**config.mk**
```make
export PLATFORM = sky130hd
export DESIGN_NAME = block_adpcm_encoder_4bit_top_flat
export DESIGN_NICKNAME = d
export VERILOG_FILES = /design/src/rtl/adpcm_pkg.sv /design/src/rtl/adpcm_ifs.sv /design/src/rtl/adpcm_ctrl.sv /design/src/rtl/adpcm_dp.sv /design/src/rtl/block_adpcm_encoder_4bit_top.sv /design/src/flat_wrapper.sv
export SDC_FILE = /design/constraint.sdc
export NUM_CORES = 1
export LEC_CHECK = 0
export BUFFER_PORTS_ARGS = -buffer_cell sky130_fd_sc_hd__buf_2
export CORE_ASPECT_RATIO = 2
export CORE_MARGIN = 3
export CORE_UTILIZATION = 30
export CTS_CLUSTER_DIAMETER = 200
export DETAILED_ROUTE_END_ITERATION = 10
export PLACE_DENSITY = 0.41
export SLEW_MARGIN = 40
export SYNTH_ARGS = -nofsm -noshare
export SYNTH_HDL_FRONTEND = slang
export SYNTH_SLANG_ARGS = --single-unit
```
**constraint.sdc**
```tcl
create_clock -name clk_i -period 5.5 [get_ports clk_i]
set_input_delay 0.275 -clock clk_i [delete_from_list [all_inputs] [get_ports clk_i]]
set_output_delay 0.275 -clock clk_i [all_outputs]
set_load 0.05 [all_outputs]
```
**src/rtl/adpcm_pkg.sv**
```systemverilog
package adpcm_pkg;

  localparam int BLOCK_FRAMES = 4096;
  localparam int FRAME_W = $clog2(BLOCK_FRAMES);

  localparam int INDEX_MAX = 88;
  localparam int INIT_INDEX_MAX = 63;

  localparam logic [21:0] HDR_VALUE = 22'd2;
  localparam logic [4:0] WIDTH_HDR = 5'd2;
  localparam logic [4:0] WIDTH_INIT = 5'd22;
  localparam logic [4:0] WIDTH_CODE = 5'd4;

  localparam logic [14:0] STEP_TAB [89] = '{
    15'd7, 15'd8, 15'd9, 15'd10, 15'd11, 15'd12, 15'd13, 15'd14, 15'd16, 15'd17,
    15'd19, 15'd21, 15'd23, 15'd25, 15'd28, 15'd31, 15'd34, 15'd37, 15'd41, 15'd45,
    15'd50, 15'd55, 15'd60, 15'd66, 15'd73, 15'd80, 15'd88, 15'd97, 15'd107, 15'd118,
    15'd130, 15'd143, 15'd157, 15'd173, 15'd190, 15'd209, 15'd230, 15'd253, 15'd279,
    15'd307, 15'd337, 15'd371, 15'd408, 15'd449, 15'd494, 15'd544, 15'd598, 15'd658,
    15'd724, 15'd796, 15'd876, 15'd963, 15'd1060, 15'd1166, 15'd1282, 15'd1411,
    15'd1552, 15'd1707, 15'd1878, 15'd2066, 15'd2272, 15'd2499, 15'd2749, 15'd3024,
    15'd3327, 15'd3660, 15'd4026, 15'd4428, 15'd4871, 15'd5358, 15'd5894, 15'd6484,
    15'd7132, 15'd7845, 15'd8630, 15'd9493, 15'd10442, 15'd11487, 15'd12635, 15'd13899,
    15'd15289, 15'd16818, 15'd18500, 15'd20350, 15'd22385, 15'd24623, 15'd27086,
    15'd29794, 15'd32767
  };

  typedef struct packed {
    logic load;
    logic load_hdr;
    logic search_step;
    logic enc_step;
    logic finish;
  } dp_cmd_t;

  typedef struct packed {
    logic need_hdr;
    logic block_start;
    logic search_done;
    logic out_free;
  } dp_status_t;

  function automatic logic [14:0] step_of(input logic [6:0] idx);
    logic [14:0] r;
    if (idx > 7'(INDEX_MAX)) begin
      r = STEP_TAB[INDEX_MAX];
    end else begin
      r = STEP_TAB[idx];
    end
    return r;
  endfunction

  function automatic logic signed [4:0] index_adj(input logic [2:0] mag);
    logic signed [4:0] r;
    case (mag)
      3'd4: r = 5'sd2;
      3'd5: r = 5'sd4;
      3'd6: r = 5'sd6;
      3'd7: r = 5'sd8;
      default: r = -5'sd1;
    endcase
    return r;
  endfunction

endpackage

```
**src/rtl/adpcm_ifs.sv**
```systemverilog
interface adpcm_sample_if;
  logic valid;
  logic ready;
  logic signed [15:0] pcm_sample;
  logic signed [15:0] lookahead_sample;
  modport source(output valid, output pcm_sample, output lookahead_sample, input ready);
  modport sink(input valid, input pcm_sample, input lookahead_sample, output ready);
endinterface

interface adpcm_chunk_if;
  logic valid;
  logic ready;
  logic [21:0] chunk_value;
  logic [4:0] chunk_width;
  logic last_of_item;
  modport source(output valid, output chunk_value, output chunk_width,
                 output last_of_item, input ready);
  modport sink(input valid, input chunk_value, input chunk_width,
               input last_of_item, output ready);
endinterface

interface adpcm_cfg_if;
  logic valid;
  logic ready;
  logic stereo_mode;
  modport source(output valid, output stereo_mode, input ready);
  modport sink(input valid, input stereo_mode, output ready);
endinterface

```
**src/rtl/adpcm_ctrl.sv**
```systemverilog
module adpcm_ctrl import adpcm_pkg::*; (
  input  logic       clk_i,
  input  logic       rst_ni,
  input  logic       in_valid_i,
  output logic       in_ready_o,
  input  dp_status_t status_i,
  output dp_cmd_t    cmd_o
);

  typedef enum logic [2:0] {
    S_IDLE,
    S_HDR,
    S_SEARCH,
    S_ENC,
    S_FIN
  } state_e;

  state_e state_q, state_d;
  logic [1:0] k_q, k_d;

  assign in_ready_o = (state_q == S_IDLE);

  always_comb begin
    state_d = state_q;
    k_d = k_q;
    cmd_o = '0;
    unique case (state_q)
      S_IDLE: begin
        if (in_valid_i) begin
          cmd_o.load = 1'b1;
          k_d = 2'd0;
          if (status_i.need_hdr) begin
            state_d = S_HDR;
          end else if (status_i.block_start) begin
            state_d = S_SEARCH;
          end else begin
            state_d = S_ENC;
          end
        end
      end
      S_HDR: begin
        if (status_i.out_free) begin
          cmd_o.load_hdr = 1'b1;
          state_d = status_i.block_start ? S_SEARCH : S_ENC;
        end
      end
      S_SEARCH: begin
        cmd_o.search_step = 1'b1;
        if (status_i.search_done) begin
          state_d = S_FIN;
        end
      end
      S_ENC: begin
        cmd_o.enc_step = 1'b1;
        k_d = k_q + 2'd1;
        if (k_q == 2'd2) begin
          state_d = S_FIN;
        end
      end
      S_FIN: begin
        if (status_i.out_free) begin
          cmd_o.finish = 1'b1;
          state_d = S_IDLE;
        end
      end
      default: state_d = S_IDLE;
    endcase
  end

  always_ff @(posedge clk_i or negedge rst_ni) begin
    if (!rst_ni) begin
      state_q <= S_IDLE;
      k_q <= 2'd0;
    end else begin
      state_q <= state_d;
      k_q <= k_d;
    end
  end

`ifndef SYNTHESIS
  a_enc_three_steps: assert property (@(posedge clk_i) disable iff (!rst_ni)
    (state_q == S_ENC && k_q == 2'd2) |=> (state_q == S_FIN))
    else $error("encoder left the magnitude steps early or late");
  a_accept_only_idle: assert property (@(posedge clk_i) disable iff (!rst_ni)
    cmd_o.load |-> (state_q == S_IDLE && in_valid_i))
    else $error("sample loaded outside idle");
  a_k_range: assert property (@(posedge clk_i) disable iff (!rst_ni)
    (state_q == S_ENC) |-> (k_q != 2'd3))
    else $error("step counter out of range");
`endif

endmodule

```
**src/rtl/adpcm_dp.sv**
```systemverilog
module adpcm_dp import adpcm_pkg::*; (
  input  logic               clk_i,
  input  logic               rst_ni,
  input  logic               cfg_valid_i,
  input  logic               cfg_stereo_i,
  input  logic signed [15:0] pcm_sample_i,
  input  logic signed [15:0] lookahead_sample_i,
  input  logic               chunk_ready_i,
  output logic               chunk_valid_o,
  output logic [21:0]        chunk_value_o,
  output logic [4:0]         chunk_width_o,
  output logic               last_of_item_o,
  input  dp_cmd_t            cmd_i,
  output dp_status_t         status_o
);

  logic stereo_q;
  logic header_done_q;
  logic chan_q;
  logic [FRAME_W-1:0] frame_q;
  logic signed [15:0] pred_q [2];
  logic [6:0] idx_q [2];

  logic ch_q;
  logic block_q;
  logic signed [15:0] s_q;
  logic [16:0] ad_q;
  logic [16:0] diff_q;
  logic [14:0] step_q;
  logic [16:0] vp_q;
  logic [2:0] delta_q;
  logic sign_q;
  logic [5:0] si_q;

  logic out_valid_q;
  logic [21:0] out_value_q;
  logic [4:0] out_width_q;
  logic out_last_q;

  logic signed [15:0] pred_cur;
  logic [6:0] idx_cur;
  logic signed [16:0] sdiff;
  logic signed [16:0] adiff;
  logic [14:0] step_ld;
  logic search_hit;
  logic enc_hit;
  logic signed [17:0] pred_sum;
  logic signed [15:0] pred_new;
  logic signed [7:0] idx_sum;
  logic [6:0] idx_new;
  logic [2:0] adj_sel;

  assign pred_cur = pred_q[chan_q];
  assign idx_cur = idx_q[chan_q];
  assign sdiff = {pcm_sample_i[15], pcm_sample_i} - {pred_cur[15], pred_cur};
  assign adiff = {lookahead_sample_i[15], lookahead_sample_i}
               - {pcm_sample_i[15], pcm_sample_i};
  assign step_ld = step_of(idx_cur);

  assign search_hit = (ad_q <= {2'b00, STEP_TAB[si_q]}) || (si_q == 6'(INIT_INDEX_MAX));
  assign enc_hit = (diff_q >= {2'b00, step_q});

  assign pred_sum = {{2{pred_q[ch_q][15]}}, pred_q[ch_q]}
                  + (sign_q ? -$signed({1'b0, vp_q}) : $signed({1'b0, vp_q}));
  always_comb begin
    if (pred_sum > 18'sd32767) begin
      pred_new = 16'sh7fff;
    end else if (pred_sum < -18'sd32768) begin
      pred_new = -16'sh8000;
    end else begin
      pred_new = pred_sum[15:0];
    end
  end

  assign adj_sel = delta_q;
  assign idx_sum = $signed({1'b0, idx_q[ch_q]}) + 8'(index_adj(adj_sel));
  always_comb begin
    if (idx_sum < 8'sd0) begin
      idx_new = 7'd0;
    end else if (idx_sum > 8'(INDEX_MAX)) begin
      idx_new = 7'(INDEX_MAX);
    end else begin
      idx_new = idx_sum[6:0];
    end
  end

  assign status_o.need_hdr = !header_done_q;
  assign status_o.block_start = (frame_q == '0);
  assign status_o.search_done = search_hit;
  assign status_o.out_free = !out_valid_q || chunk_ready_i;

  assign chunk_valid_o = out_valid_q;
  assign chunk_value_o = out_value_q;
  assign chunk_width_o = out_width_q;
  assign last_of_item_o = out_last_q;

  always_ff @(posedge clk_i or negedge rst_ni) begin
    if (!rst_ni) begin
      stereo_q <= 1'b0;
      header_done_q <= 1'b0;
      chan_q <= 1'b0;
      frame_q <= '0;
      pred_q[0] <= '0;
      pred_q[1] <= '0;
      idx_q[0] <= '0;
      idx_q[1] <= '0;
      out_valid_q <= 1'b0;
    end else begin
      if (cfg_valid_i) begin
        stereo_q <= cfg_stereo_i;
      end
      if (cmd_i.load_hdr) begin
        header_done_q <= 1'b1;
      end
      if (cmd_i.load_hdr || cmd_i.finish) begin
        out_valid_q <= 1'b1;
      end else if (chunk_ready_i) begin
        out_valid_q <= 1'b0;
      end
      if (cmd_i.finish) begin
        if (block_q) begin
          pred_q[ch_q] <= s_q;
          idx_q[ch_q] <= {1'b0, si_q};
        end else begin
          pred_q[ch_q] <= pred_new;
          idx_q[ch_q] <= idx_new;
        end
        if (stereo_q && !ch_q) begin
          chan_q <= 1'b1;
        end else begin
          chan_q <= 1'b0;
          if (frame_q == FRAME_W'(BLOCK_FRAMES - 1)) begin
            frame_q <= '0;
          end else begin
            frame_q <= frame_q + FRAME_W'(1);
          end
        end
      end
    end
  end

  always_ff @(posedge clk_i) begin
    if (cmd_i.load) begin
      ch_q <= chan_q;
      block_q <= (frame_q == '0);
      s_q <= pcm_sample_i;
      ad_q <= adiff[16] ? 17'(-adiff) : 17'(adiff);
      diff_q <= sdiff[16] ? 17'(-sdiff) : 17'(sdiff);
      sign_q <= sdiff[16];
      step_q <= step_ld;
      vp_q <= {5'd0, step_ld[14:3]};
      delta_q <= 3'd0;
      si_q <= 6'd0;
    end
    if (cmd_i.search_step && !search_hit) begin
      si_q <= si_q + 6'd1;
    end
    if (cmd_i.enc_step) begin
      if (enc_hit) begin
        diff_q <= diff_q - {2'b00, step_q};
        vp_q <= vp_q + {2'b00, step_q};
      end
      step_q <= {1'b0, step_q[14:1]};
      delta_q <= {delta_q[1:0], enc_hit};
    end
    if (cmd_i.load_hdr) begin
      out_value_q <= HDR_VALUE;
      out_width_q <= WIDTH_HDR;
      out_last_q <= 1'b0;
    end else if (cmd_i.finish) begin
      out_last_q <= 1'b1;
      if (block_q) begin
        out_value_q <= {s_q, si_q};
        out_width_q <= WIDTH_INIT;
      end else begin
        out_value_q <= {18'd0, sign_q, delta_q};
        out_width_q <= WIDTH_CODE;
      end
    end
  end

`ifndef SYNTHESIS
  a_no_overwrite: assert property (@(posedge clk_i) disable iff (!rst_ni)
    (cmd_i.load_hdr || cmd_i.finish) |-> (!out_valid_q || chunk_ready_i))
    else $error("output word overwritten before it was taken");
  a_index_range: assert property (@(posedge clk_i) disable iff (!rst_ni)
    (idx_q[0] <= 7'(INDEX_MAX)) && (idx_q[1] <= 7'(INDEX_MAX)))
    else $error("step index left its range");
  a_mono_channel: assert property (@(posedge clk_i) disable iff (!rst_ni)
    (cmd_i.finish && !stereo_q) |=> !chan_q)
    else $error("mono stream moved to channel 1");
  a_header_sticky: assert property (@(posedge clk_i) disable iff (!rst_ni)
    header_done_q |=> header_done_q)
    else $error("header flag cleared");
`endif

endmodule

```
**src/rtl/block_adpcm_encoder_4bit_top.sv**
```systemverilog
// IMA-style 4-bit ADPCM encoder that turns 16-bit PCM samples into bit chunks.
// The sample channel carries one word per sample together with a later
// sample of the same channel, which is only used at a block start to choose
// the initial step index. The chunk channel carries words of 2, 22 or 4 valid
// low bits, to be appended MSB first; last_of_item marks the final word of a
// sample. The configuration channel writes stereo_mode and is always ready;
// the user must write it only while the encoder is idle; it is not enforced.
// One sample is taken at a time. An ordinary sample passes through a load
// state in which it is accepted and loaded, three magnitude steps through
// the shared compare-and-subtract unit, and a store state that puts its word
// into the output register; the next sample is taken only after that store.
// A block-start sample instead walks the step table one entry per cycle, up
// to entry 63, between the load and the store. The very first sample also
// passes a header state that stores the header word first. A finished word
// waits in the output register while the next sample is accepted; if the
// receiver stalls, the encoder holds before storing its next word until the
// register is free.
// Reset clears predictors, step indexes, frame counter, channel and header
// flag, and returns stereo_mode to mono.
module block_adpcm_encoder_4bit_top import adpcm_pkg::*; (
  input logic clk_i,
  input logic rst_ni,
  adpcm_cfg_if.sink cfg_i,
  adpcm_sample_if.sink sample_i,
  adpcm_chunk_if.source chunk_o
);

  dp_cmd_t cmd;
  dp_status_t status;
  logic in_ready;

  assign cfg_i.ready = 1'b1;
  assign sample_i.ready = in_ready;

  adpcm_ctrl u_ctrl (
    .clk_i      (clk_i),
    .rst_ni     (rst_ni),
    .in_valid_i (sample_i.valid),
    .in_ready_o (in_ready),
    .status_i   (status),
    .cmd_o      (cmd)
  );

  adpcm_dp u_dp (
    .clk_i              (clk_i),
    .rst_ni             (rst_ni),
    .cfg_valid_i        (cfg_i.valid),
    .cfg_stereo_i       (cfg_i.stereo_mode),
    .pcm_sample_i       (sample_i.pcm_sample),
    .lookahead_sample_i (sample_i.lookahead_sample),
    .chunk_ready_i      (chunk_o.ready),
    .chunk_valid_o      (chunk_o.valid),
    .chunk_value_o      (chunk_o.chunk_value),
    .chunk_width_o      (chunk_o.chunk_width),
    .last_of_item_o     (chunk_o.last_of_item),
    .cmd_i              (cmd),
    .status_o           (status)
  );

endmodule

```
**src/flat_wrapper.sv**
```systemverilog
// flat-port wrapper written by rule: the top's interface ports become plain ports
module block_adpcm_encoder_4bit_top_flat import adpcm_pkg::*;
  (clk_i, rst_ni, cfg_i_valid, cfg_i_stereo_mode, cfg_i_ready, sample_i_valid, sample_i_pcm_sample, sample_i_lookahead_sample, sample_i_ready, chunk_o_valid, chunk_o_chunk_value, chunk_o_chunk_width, chunk_o_last_of_item, chunk_o_ready);
  adpcm_cfg_if cfg_i_i ();
  adpcm_sample_if sample_i_i ();
  adpcm_chunk_if chunk_o_i ();
  input logic clk_i;
  input logic rst_ni;
  input wire logic [$bits(cfg_i_i.valid)-1:0] cfg_i_valid;
  input wire logic [$bits(cfg_i_i.stereo_mode)-1:0] cfg_i_stereo_mode;
  output wire logic [$bits(cfg_i_i.ready)-1:0] cfg_i_ready;
  input wire logic [$bits(sample_i_i.valid)-1:0] sample_i_valid;
  input wire logic [$bits(sample_i_i.pcm_sample)-1:0] sample_i_pcm_sample;
  input wire logic [$bits(sample_i_i.lookahead_sample)-1:0] sample_i_lookahead_sample;
  output wire logic [$bits(sample_i_i.ready)-1:0] sample_i_ready;
  output wire logic [$bits(chunk_o_i.valid)-1:0] chunk_o_valid;
  output wire logic [$bits(chunk_o_i.chunk_value)-1:0] chunk_o_chunk_value;
  output wire logic [$bits(chunk_o_i.chunk_width)-1:0] chunk_o_chunk_width;
  output wire logic [$bits(chunk_o_i.last_of_item)-1:0] chunk_o_last_of_item;
  input wire logic [$bits(chunk_o_i.ready)-1:0] chunk_o_ready;
  assign cfg_i_i.valid = cfg_i_valid;
  assign cfg_i_i.stereo_mode = cfg_i_stereo_mode;
  assign cfg_i_ready = cfg_i_i.ready;
  assign sample_i_i.valid = sample_i_valid;
  assign sample_i_i.pcm_sample = sample_i_pcm_sample;
  assign sample_i_i.lookahead_sample = sample_i_lookahead_sample;
  assign sample_i_ready = sample_i_i.ready;
  assign chunk_o_valid = chunk_o_i.valid;
  assign chunk_o_chunk_value = chunk_o_i.chunk_value;
  assign chunk_o_chunk_width = chunk_o_i.chunk_width;
  assign chunk_o_last_of_item = chunk_o_i.last_of_item;
  assign chunk_o_i.ready = chunk_o_ready;
  block_adpcm_encoder_4bit_top u_core (.clk_i(clk_i), .rst_ni(rst_ni), .cfg_i(cfg_i_i), .sample_i(sample_i_i), .chunk_o(chunk_o_i));
endmodule
```
==> flow_summary.yaml, run 1 <==
outcome:
  outcome: "complete, no violations"
drt:
  drc: 0
  totalWireLength_mm: 55.6
  vias_per_cell: 5.44
  first_pass_iters: 5
  postRouteAntennaNets: 0
  vias: 13900
  drt-initial-drc-count: 837
  wire_per_inst_um: 21.8
global_routing:
  grt-ovfl-total: 0
  grt_start_max_net_pins: 68
  grt_pass1_vias: 14200
  grt_pass1_wl_mm: 85.1
  antenna_found_initial: 0
  grt_use_total_pct: 20.2
floorplanning:
  io_pins: 69
  die_w_um: 166
  core-area_sq_um: 50400
  die-area_sq_um: 54100
  start_util_pct: 30.5
  die_h_um: 326
  rows: 116
synthesis:
  ys_types: 80
  ys_seq_area_share_pct: 30.3
  synth_edf_count: 59
  synth_area_leader_cell: "edfxtp_1"
  ys_ff_latch: 186
  ys.flop_type: "dfrtp_1"
  yosysTopAreaCellShare_pct: 11.5
  yosys_warnings: 0
  netlist_instances: 1857
  syn_area_sq_um: 15300
  synthesis.area_per_instance_sq_um: 8.27
  synthArstFlopShare_pct: 36.0
  yosys-top-cells-area: "edfxtp_1 12%, dfrtp_1 11%, ha_1 10%"
clock_network:
  root_buffer: "clkbuf_16"
  numCtsBuffers: 17
  clock_latency_ps: 470
  cts_tree: "yes"
  cts_max_level: 4
  path_clk_slew_ps: 90
  cts.sinks: 186
  cts_setup_buffers: 0
  cts_max_path_buffers: 2
  cts_resized: 0
  ctsHoldBuffers: 3
sta:
  period_share_pct: 83.0
  tightest_slew_ps: 793
  final.setup_skew_ps: 15.5
  fmax_mhz: 219
  hold_viol_final: 0
  tns_ps: 0
  min_period_ps: 4560
  relSlewSlack_pct: 46.6
  drv_slew: 0
  finalSetupViolCount: 0
  rsz0062_at_grt: "false"
hold_path:
  hold_class: "in2reg"
flow_run:
  maxCapViolCount: 0
setup_path:
  crit_fanout: 11
  end_kind: "flop"
  worstPathArrival_ps: 4930
  crit_path_start_kind: "flop"
  worst-setup-path-type: "reg2reg"
  worstPathRequired_ps: 5860
layout:
  layout.nets: 2054
  mostFrequentLayoutCell: "nand2_1"
  num_antenna_cells: 0
  drive_gt1_share_pct: 12.1
  syn_to_final_growth_pct: 11.4
  layout_common_cells: "189 x nand2_1, 165 x nor2_1, 148 x o21ai_0, 148 x a21oi_1, 125 x ha_1"
placed_design:
  dp_hpwl_mm: 44.3
  port_buffers: 65
  place_congestion: 0.896
## path summary, 6_finish.rpt
check	to	cells past startpoint	slack [ps]	start
min in group asynchronous	u_core.u_dp.frame_q[6]	3	450	rst_ni
max in group asynchronous	u_core.u_dp.pred_q[16]	3	4590	rst_ni
setup reg to reg	u_core.u_dp.pred_q[14]	16	940	u_core.u_dp.vp_q[4]
hold / removal	u_core.u_dp.s_q[7]	1	20	sample_i_pcm_sample[7]
setup / recovery	u_core.u_dp.pred_q[14]	16	940	u_core.u_dp.vp_q[4]
hold reg to reg	u_core.u_dp.chunk_value_o[11]	2	450	u_core.u_dp.chunk_value_o[11]
## area by class of cell
| class | count | area (sq um) |
|---|---|---|
| clock buffer | 17 | 425 |
| clock inverter | 15 | 210 |
| fill | 5244 | 33300 |
| inverter | 88 | 330 |
| multi-input combinational | 1488 | 10000 |
| sequential | 186 | 4650 |
| tap | 649 | 812 |
| timing repair buffer | 104 | 627 |
## state kept, by name, indices dropped and copies added (netlist names), 12 cells and up
register                   count
u_core.u_dp.pred_q            32
u_core.u_dp.chunk_value_o     22
u_core.u_dp.ad_q              17
u_core.u_dp.diff_q            17
u_core.u_dp.vp_q              17
u_core.u_dp.s_q               16
u_core.u_dp.step_q            15
u_core.u_dp.idx_q             14
u_core.u_dp.frame_q           12
## routing by layer
| layer | wire length (um) | track usage [%] | vias to the layer above |
|---|---|---|---|
| met4 | 3580 | 12.0 | 0 |
| li1 | - | - | 6802 |
| met5 | 0 | 0 | - |
| met2 | 31400 | 40.5 | 288 |
| met3 | 1040 | 1.77 | 116 |
| met1 | 19600 | 19.7 | 6648 |
## synth_stat cells, types with 19 or more instances
master,instances
nor2_1,167
xor2_1,29
edfxtp_1,59
nor2b_1,22
mux2_2,67
dfxtp_1,60
mux2i_1,30
dfrtp_1,67
a211oi_1,24
xnor2_1,90
nor3_1,38
a31oi_1,27
o21ai_0,148
inv_1,85
nand2_1,189
o21a_1,20
nand3_1,64
nand2b_1,19
clkbuf_1,73
a21o_1,21
ha_1,125
o211ai_1,20
a21oi_1,149
## worst max-delay path: stages (launching register included)
cell      delay [ps]
dfxtp_1          380
or3_1            370
or3_1            410
o31ai_1          480
nand2_1          130
xor2_1           170
ha_1             350
nand3_1          130
nor2_1            70
a221o_1          390
mux2i_1          170
o31a_1           150
nand3_1          120
a21oi_2          540
or2_1            240
nor2_1            70
a221oi_1         300
## stage by stage
stage          std cells  setup slack (ps)  util, %  cell area, sq um  hold slack (ps)
2_1_floorplan       1858              1100        -             15400            -20.6
3_3_place_gp        2511               632     32.6             16400              444
3_5_place_dp        2511               904     32.6             16400              419
4_1_cts             2546               885     33.9             17100             9.12
5_1_grt             2547               548     34.0             17100             30.6
6_report            2547               937     34.0             17100             24.8
## cell families after synthesis
group	Yosys count	share of synthesized area, %
AO/OA/AOI/OAI	558	22.9
multiplexers	99	7.17
adder cells (fa/ha/maj)	131	11.0
XOR/XNOR	119	6.79
AND/OR/NAND/NOR	578	17.2
flip-flops	186	30.3
buffers and inverters	184	4.63
other	2	0.0489
Power of run 1 is left out: the tool's default activity adds up to more than one toggle a clock period on the data nets, which glitch-free logic cannot reach.
==> run 2, diff against run 1 <==
==> constraint.sdc (replaced) <==
create_clock -name clk_i -period 4.3 [get_ports clk_i]
set_input_delay 0.215 -clock clk_i [delete_from_list [all_inputs] [get_ports clk_i]]
set_output_delay 0.215 -clock clk_i [all_outputs]
set_load 0.05 [all_outputs]
==> flow_summary.yaml, run 2 (synthesis results as in run 1) <==
outcome:
  outcome: "complete, no violations"
layout:
  layout.nets: 2117
  mostFrequentLayoutCell: "nand2_1"
  drive_gt1_share_pct: 15.3
  layout_common_cells: "188 x nand2_1, 165 x nor2_1, 146 x o21ai_0, 146 x a21oi_1, 125 x ha_1"
  regMostFlops: "u_core.u_dp.pred_q"
  largest_reg_flops: 32
  syn_to_final_growth_pct: 15.0
  multi_input_area_sq_um: 10100
  num_antenna_cells: 0
  post-route-util_pct: 35.0
  n_fill_cell: 5297
  ff_latch_area_sq_um: 4650
clock_network:
  cts_max_level: 4
  numCtsBuffers: 17
  clock_latency_ps: 460
  cts_tree: "yes"
  path_clk_slew_ps: 70
  cts.sinks: 186
  root_buffer: "clkbuf_16"
  cts_setup_buffers: 0
  cts_max_path_buffers: 2
drt:
  vias: 14100
  drc: 0
  wire_per_inst_um: 21.4
  postRouteAntennaNets: 0
  totalWireLength_mm: 56.0
  first_pass_iters: 5
  drt-initial-drc-count: 717
  vias_per_cell: 5.41
placed_design:
  port_buffers: 65
  place_congestion: 0.878
  dp_hpwl_mm: 44.5
floorplanning:
  rows: 116
  core-area_sq_um: 50400
  start_util_pct: 30.5
  die_h_um: 326
  die-area_sq_um: 54100
  die_w_um: 166
  io_pins: 69
setup_path:
  end_kind: "flop"
  crit_slowest_cell: "or4_1"
  worst-setup-path-type: "reg2reg"
  cp_slowest_stage_delay_ps: 550
  worstPathRequired_ps: 4640
  r2r_start: "u_core.u_dp.vp_q[5]"
  worstPathCellList: "or4_1 > or4_4 > o21ai_2 > xnor2_1 > ha_1 > a21o_1 > a21o_1 > a221o_1 > or4_1 > nand3_2 > a21oi_2 > or2_1 > o22a_1 > mux2_2"
  worstPathArrival_ps: 4480
  crit_fanout: 4
  regToRegSetupSlack_ps: 160
  rr_worst_depth: 14
  crit_path_start_kind: "flop"
  r2r_end: "u_core.u_dp.pred_q[18]"
hold_path:
  hold_class: "in2reg"
  worstHoldStart: "sample_i_pcm_sample[0]"
  holdPathStages: 1
  whs_endpoint: "u_core.u_dp.s_q[0]"
global_routing:
  grt_start_max_net_pins: 43
  grt_pass1_wl_mm: 85.2
  grtUsageMet2_pct: 41.0
  grt-ovfl-total: 0
  antenna_found_initial: 0
  grt_pass1_vias: 14400
  grt_use_total_pct: 20.2
  grtUsageMet1_pct: 20.0
  busiest_layer: "met2"
  grt_use_met3_pct: 1.81
sta:
  min_period_ps: 4140
  fmax_mhz: 242
  drv_slew: 0
  period_share_pct: 96.3
  tightest_slew_ps: 752
  final.setup_skew_ps: 18.6
  holdWs_ps: 16.5
  finalSetupViolCount: 0
  hold_viol_final: 0
  relSlewSlack_pct: 49.8
flow_run:
  maxCapViolCount: 0
==> run 2: worst max path at each step <==
stage                                    from                      to  slack (ps)
after floorplan            u_core.u_dp.chan_q  u_core.u_dp.diff_q[16]          50
after global placement    u_core.u_dp.vp_q[5]   u_core.u_dp.pred_q[7]          30
after detailed placement  u_core.u_dp.vp_q[5]   u_core.u_dp.pred_q[7]          -1
after CTS                 u_core.u_dp.vp_q[5]   u_core.u_dp.pred_q[7]          30
after global routing      u_core.u_dp.vp_q[5]   u_core.u_dp.pred_q[5]         -20
final                     u_core.u_dp.vp_q[5]  u_core.u_dp.pred_q[18]         160
==> run 2: timing repair <==
action,4_1_cts,5_1_grt
pin swaps,0,1
hold buffers,7,0
endpoints found under the setup margin,17,39
hold endpoints to repair,32,0
gates resized for setup,1,22
==> run 2: final cells by class <==
| type | instances | area share (%) |
|---|---|---|
| tap | 649 | 4.60 |
| clock buffer | 20 | 2.77 |
| multi-input combinational | 1488 | 57.4 |
| sequential | 186 | 26.3 |
| clock inverter | 12 | 0.652 |
| inverter | 88 | 1.87 |
| timing repair buffer | 167 | 6.35 |
==> run 2: metal layers <==
metal,routed length [um],vias to the layer above
met3,1120,87
met5,0,-
met4,2910,0
met2,31800,268
li1,-,6937
met1,20100,6820
==> run 2: worst max-delay path: cells and delay by family (launching register included) <==
kind	cells	cell delay (ps)
adders and majority gates	1	260
and+or+nand+nor	5	1910
DFF	1	330
xor gates and xnor gates	1	140
muxes	1	260
AOI/OAI and AO/OA	6	1120
==> run 2: through the flow <==
step / instance area [sq um] / setup TNS, ps / cells / setup WS (ps)
finish: 17600 / 0 / 2610 / 160
floorplan: 15400 / 0 / 1858 / 53.9
global placement: 16900 / 0 / 2571 / 25.6
global route: 17600 / -49.8 / 2610 / -16.6
CTS: 17500 / 0 / 2610 / 31.0
detailed placement: 16900 / -1.92 / 2571 / -1.36
Power of run 2 is left out for the same reason.
==> run 3, diff against run 2 <==
--- a/config.mk
+++ b/config.mk
@@ -7,7 +7,7 @@
 export LEC_CHECK = 0
 export BUFFER_PORTS_ARGS = -buffer_cell sky130_fd_sc_hd__buf_2
 export CORE_ASPECT_RATIO = 2
-export CORE_MARGIN = 3
+export CORE_MARGIN = 2
 export CORE_UTILIZATION = 30
 export CTS_CLUSTER_DIAMETER = 200
 export DETAILED_ROUTE_END_ITERATION = 10
@@ -15,4 +15,5 @@
 export SLEW_MARGIN = 40
 export SYNTH_ARGS = -nofsm -noshare
 export SYNTH_HDL_FRONTEND = slang
+export SYNTH_HIERARCHICAL = 1
 export SYNTH_SLANG_ARGS = --single-unit
==> flow_summary.yaml, run 3 <==
setup_path:
  worstPathRequired_ps: 4680
  crit_path_start_kind: "flop"
  end_kind: "flop"
  crit_fanout: 6
  worstPathArrival_ps: 4550
  worst-setup-path-type: "reg2reg"
sta:
  finalSetupViolCount: 0
  hold_viol_final: 0
  relSlewSlack_pct: 44.3
  tightest_slew_ps: 827
  rsz0062_at_grt: "true"
  min_period_ps: 4170
  drv_slew: 0
  period_share_pct: 97.0
  fmax_mhz: 240
  final.setup_skew_ps: 13.8
  holdWs_ps: 21.1
clock_network:
  cts.sinks: 186
  root_buffer: "clkbuf_16"
  numCtsBuffers: 17
  cts_max_path_buffers: 2
  cts_tree: "yes"
  clock_latency_ps: 470
  path_clk_slew_ps: 80
  cts_max_level: 4
floorplanning:
  die-area_sq_um: 53400
  die_w_um: 164
  start_util_pct: 30.3
  core-area_sq_um: 50900
  rows: 117
  die_h_um: 325
  io_pins: 69
synthesis:
  synth.most_common_cell: "nand2_1"
  ys_types: 88
  synthArstFlopShare_pct: 36.0
  synthesis.area_per_instance_sq_um: 8.34
  yosys-top-cells-count: "170 x nand2_1, 155 x nor2_1, 152 x o21ai_0"
  synth_area_leader_cell: "edfxtp_1"
  yosys-top-cells-area: "edfxtp_1 11%, dfrtp_1 11%, ha_1 10%"
  ys_ff_latch: 186
  ys_seq_area_share_pct: 30.1
  synth_edf_count: 59
  syn_area_sq_um: 15400
  netlist_instances: 1851
  yosys_warnings: 6
  yosysTopAreaCellShare_pct: 11.5
  ys.flop_type: "dfrtp_1"
outcome:
  outcome: "complete, no violations"
layout:
  largest_reg_flops: 32
  regMostFlops: "u_core/u_dp/pred_q"
  mostFrequentLayoutCell: "nand2_1"
  layout.nets: 2101
  layout_common_cells: "168 x nand2_1, 152 x nor2_1, 149 x o21ai_0"
  drive_gt1_share_pct: 15.5
  final_area_sq_um: 17800
  final_cells: 2599
  syn_to_final_growth_pct: 15.2
  post-route-util_pct: 34.9
  num_antenna_cells: 0
  n_fill_cell: 5396
power_and_ir_drop:
  pwr-share-clk_pct: 9.5
  seqPwrFrac_pct: 18.9
  pwr-share-comb_pct: 71.6
  p_leak_nw: 7.45
  swShare_pct: 51.0
  peakVddDrop_mv: 0.413
  p_total_mw: 16.5
  power_switching_mw: 8.43
  p_per_area_nw_per_um2: 929
  p_int_mw: 8.09
global_routing:
  antenna_found_initial: 1
  grt_start_max_net_pins: 50
  grt_use_total_pct: 20.7
  grt_pass1_wl_mm: 84.2
  grt-ovfl-total: 0
  grt_pass1_vias: 14300
drt:
  wire_per_inst_um: 21.1
  drc: 0
  vias_per_cell: 5.41
  totalWireLength_mm: 55.0
  drt-initial-drc-count: 696
  postRouteAntennaNets: 0
  vias: 14100
  first_pass_iters: 5
placed_design:
  place_congestion: 0.923
  port_buffers: 65
  place_area_sq_um: 16900
  dp_hpwl_mm: 44.0
  placed_cells_incl_taps: 2555
hold_path:
  hold_class: "in2reg"
flow_run:
  maxCapViolCount: 0
==> run 3: metal layers <==
layer,wire (um),GRT usage (%)
met4,2750,9.70
met1,19800,20.9
met2,30900,40.9
met5,13,0
met3,1530,2.21
==> run 3: final cells by class <==
type	count	area (sq um)	area share (%)
Clock buffer	18	429	2.41
Timing Repair Buffer	166	1170	6.57
Inverter	94	353	1.98
Tap cell	654	818	4.60
Clock inverter	14	125	0.704
Multi-Input combinational cell	1467	10200	57.6
Sequential cell	186	4650	26.2
==> run 3: critical path, cell delays in order (launching register included) <==
cell,delay (ps)
dfxtp_2,320
or4_4,530
or3_4,350
buf_6,120
o31a_1,330
a21oi_2,140
xnor2_1,90
ha_1,320
and3_4,190
a221oi_4,290
inv_1,90
a221oi_2,330
xnor2_2,220
a21oi_4,120
buf_6,180
o311ai_4,220
o21ai_2,90
o21ai_1,160
==> run 3: metrics by stage <==
stage	setup slack (ps)	setup TNS, ps
finish	131	0
global placement	-148	-2120
detailed placement	-114	-1930
global route	-79.5	-550
CTS	-7.50	-15.6
floorplan	16.6	0
==> run 3: worst paths after layout <==
| path | startpoint | endpoint | slack, ps | cells after the start |
|---|---|---|---|---|
| setup / recovery | u_core/u_dp/vp_q[8] | u_core/u_dp/pred_q[2] | 130 | 17 |
| setup reg to reg | u_core/u_dp/vp_q[8] | u_core/u_dp/pred_q[2] | 130 | 17 |
| hold / removal | sample_i_pcm_sample[2] | u_core/u_dp/s_q[2] | 20 | 1 |
| hold reg to reg | u_core/u_dp/chunk_width_o[4] | u_core/u_dp/chunk_width_o[4] | 470 | 1 |
| min in group asynchronous | rst_ni | u_core/u_dp/pred_q[15] | 160 | 2 |
| max in group asynchronous | rst_ni | u_core/u_dp/idx_q[6] | 3140 | 3 |
==> run 3: repair_timing <==
| item | CTS | global route |
|---|---|---|
| pin swaps | 1 | 22 |
| gates resized for setup | 2 | 44 |
| buffers inserted | 0 | 3 |
| endpoints found under the hold margin | 25 | 0 |
| endpoints found under the setup margin | 30 | 32 |
| hold buffers | 9 | 0 |
==> run 3: logic make-up (layout without fill, tap and decap cells) <==
| logic type | count (synthesis) | in the layout | synth area share [%] |
|---|---|---|---|
| adder cells (fa/ha/maj) | 131 | 131 | 10.9 |
| XOR/XNOR | 117 | 117 | 6.64 |
| AO/OA/AOI/OAI | 609 | 609 | 25.7 |
| AND/OR/NAND/NOR | 531 | 531 | 16.1 |
| buffers and inverters | 199 | 292 | 5.21 |
| other | 2 | 3 | 0.0486 |
| multiplexers | 76 | 76 | 5.33 |
| flip-flops | 186 | 186 | 30.1 |
==> run 3: power by group through the flow <==
stage               logic [mW]  registers [mW]  clock network, mW
global placement          11.2            3.15                  0
floorplan                 7.72            3.25                  0
finish                    11.8            3.12               1.57
global route              13.0            3.21               1.69
CTS                       11.3            3.12               1.63
detailed placement        11.2            3.15                  0
No activity file was read; power rests on OpenSTA's default activity.
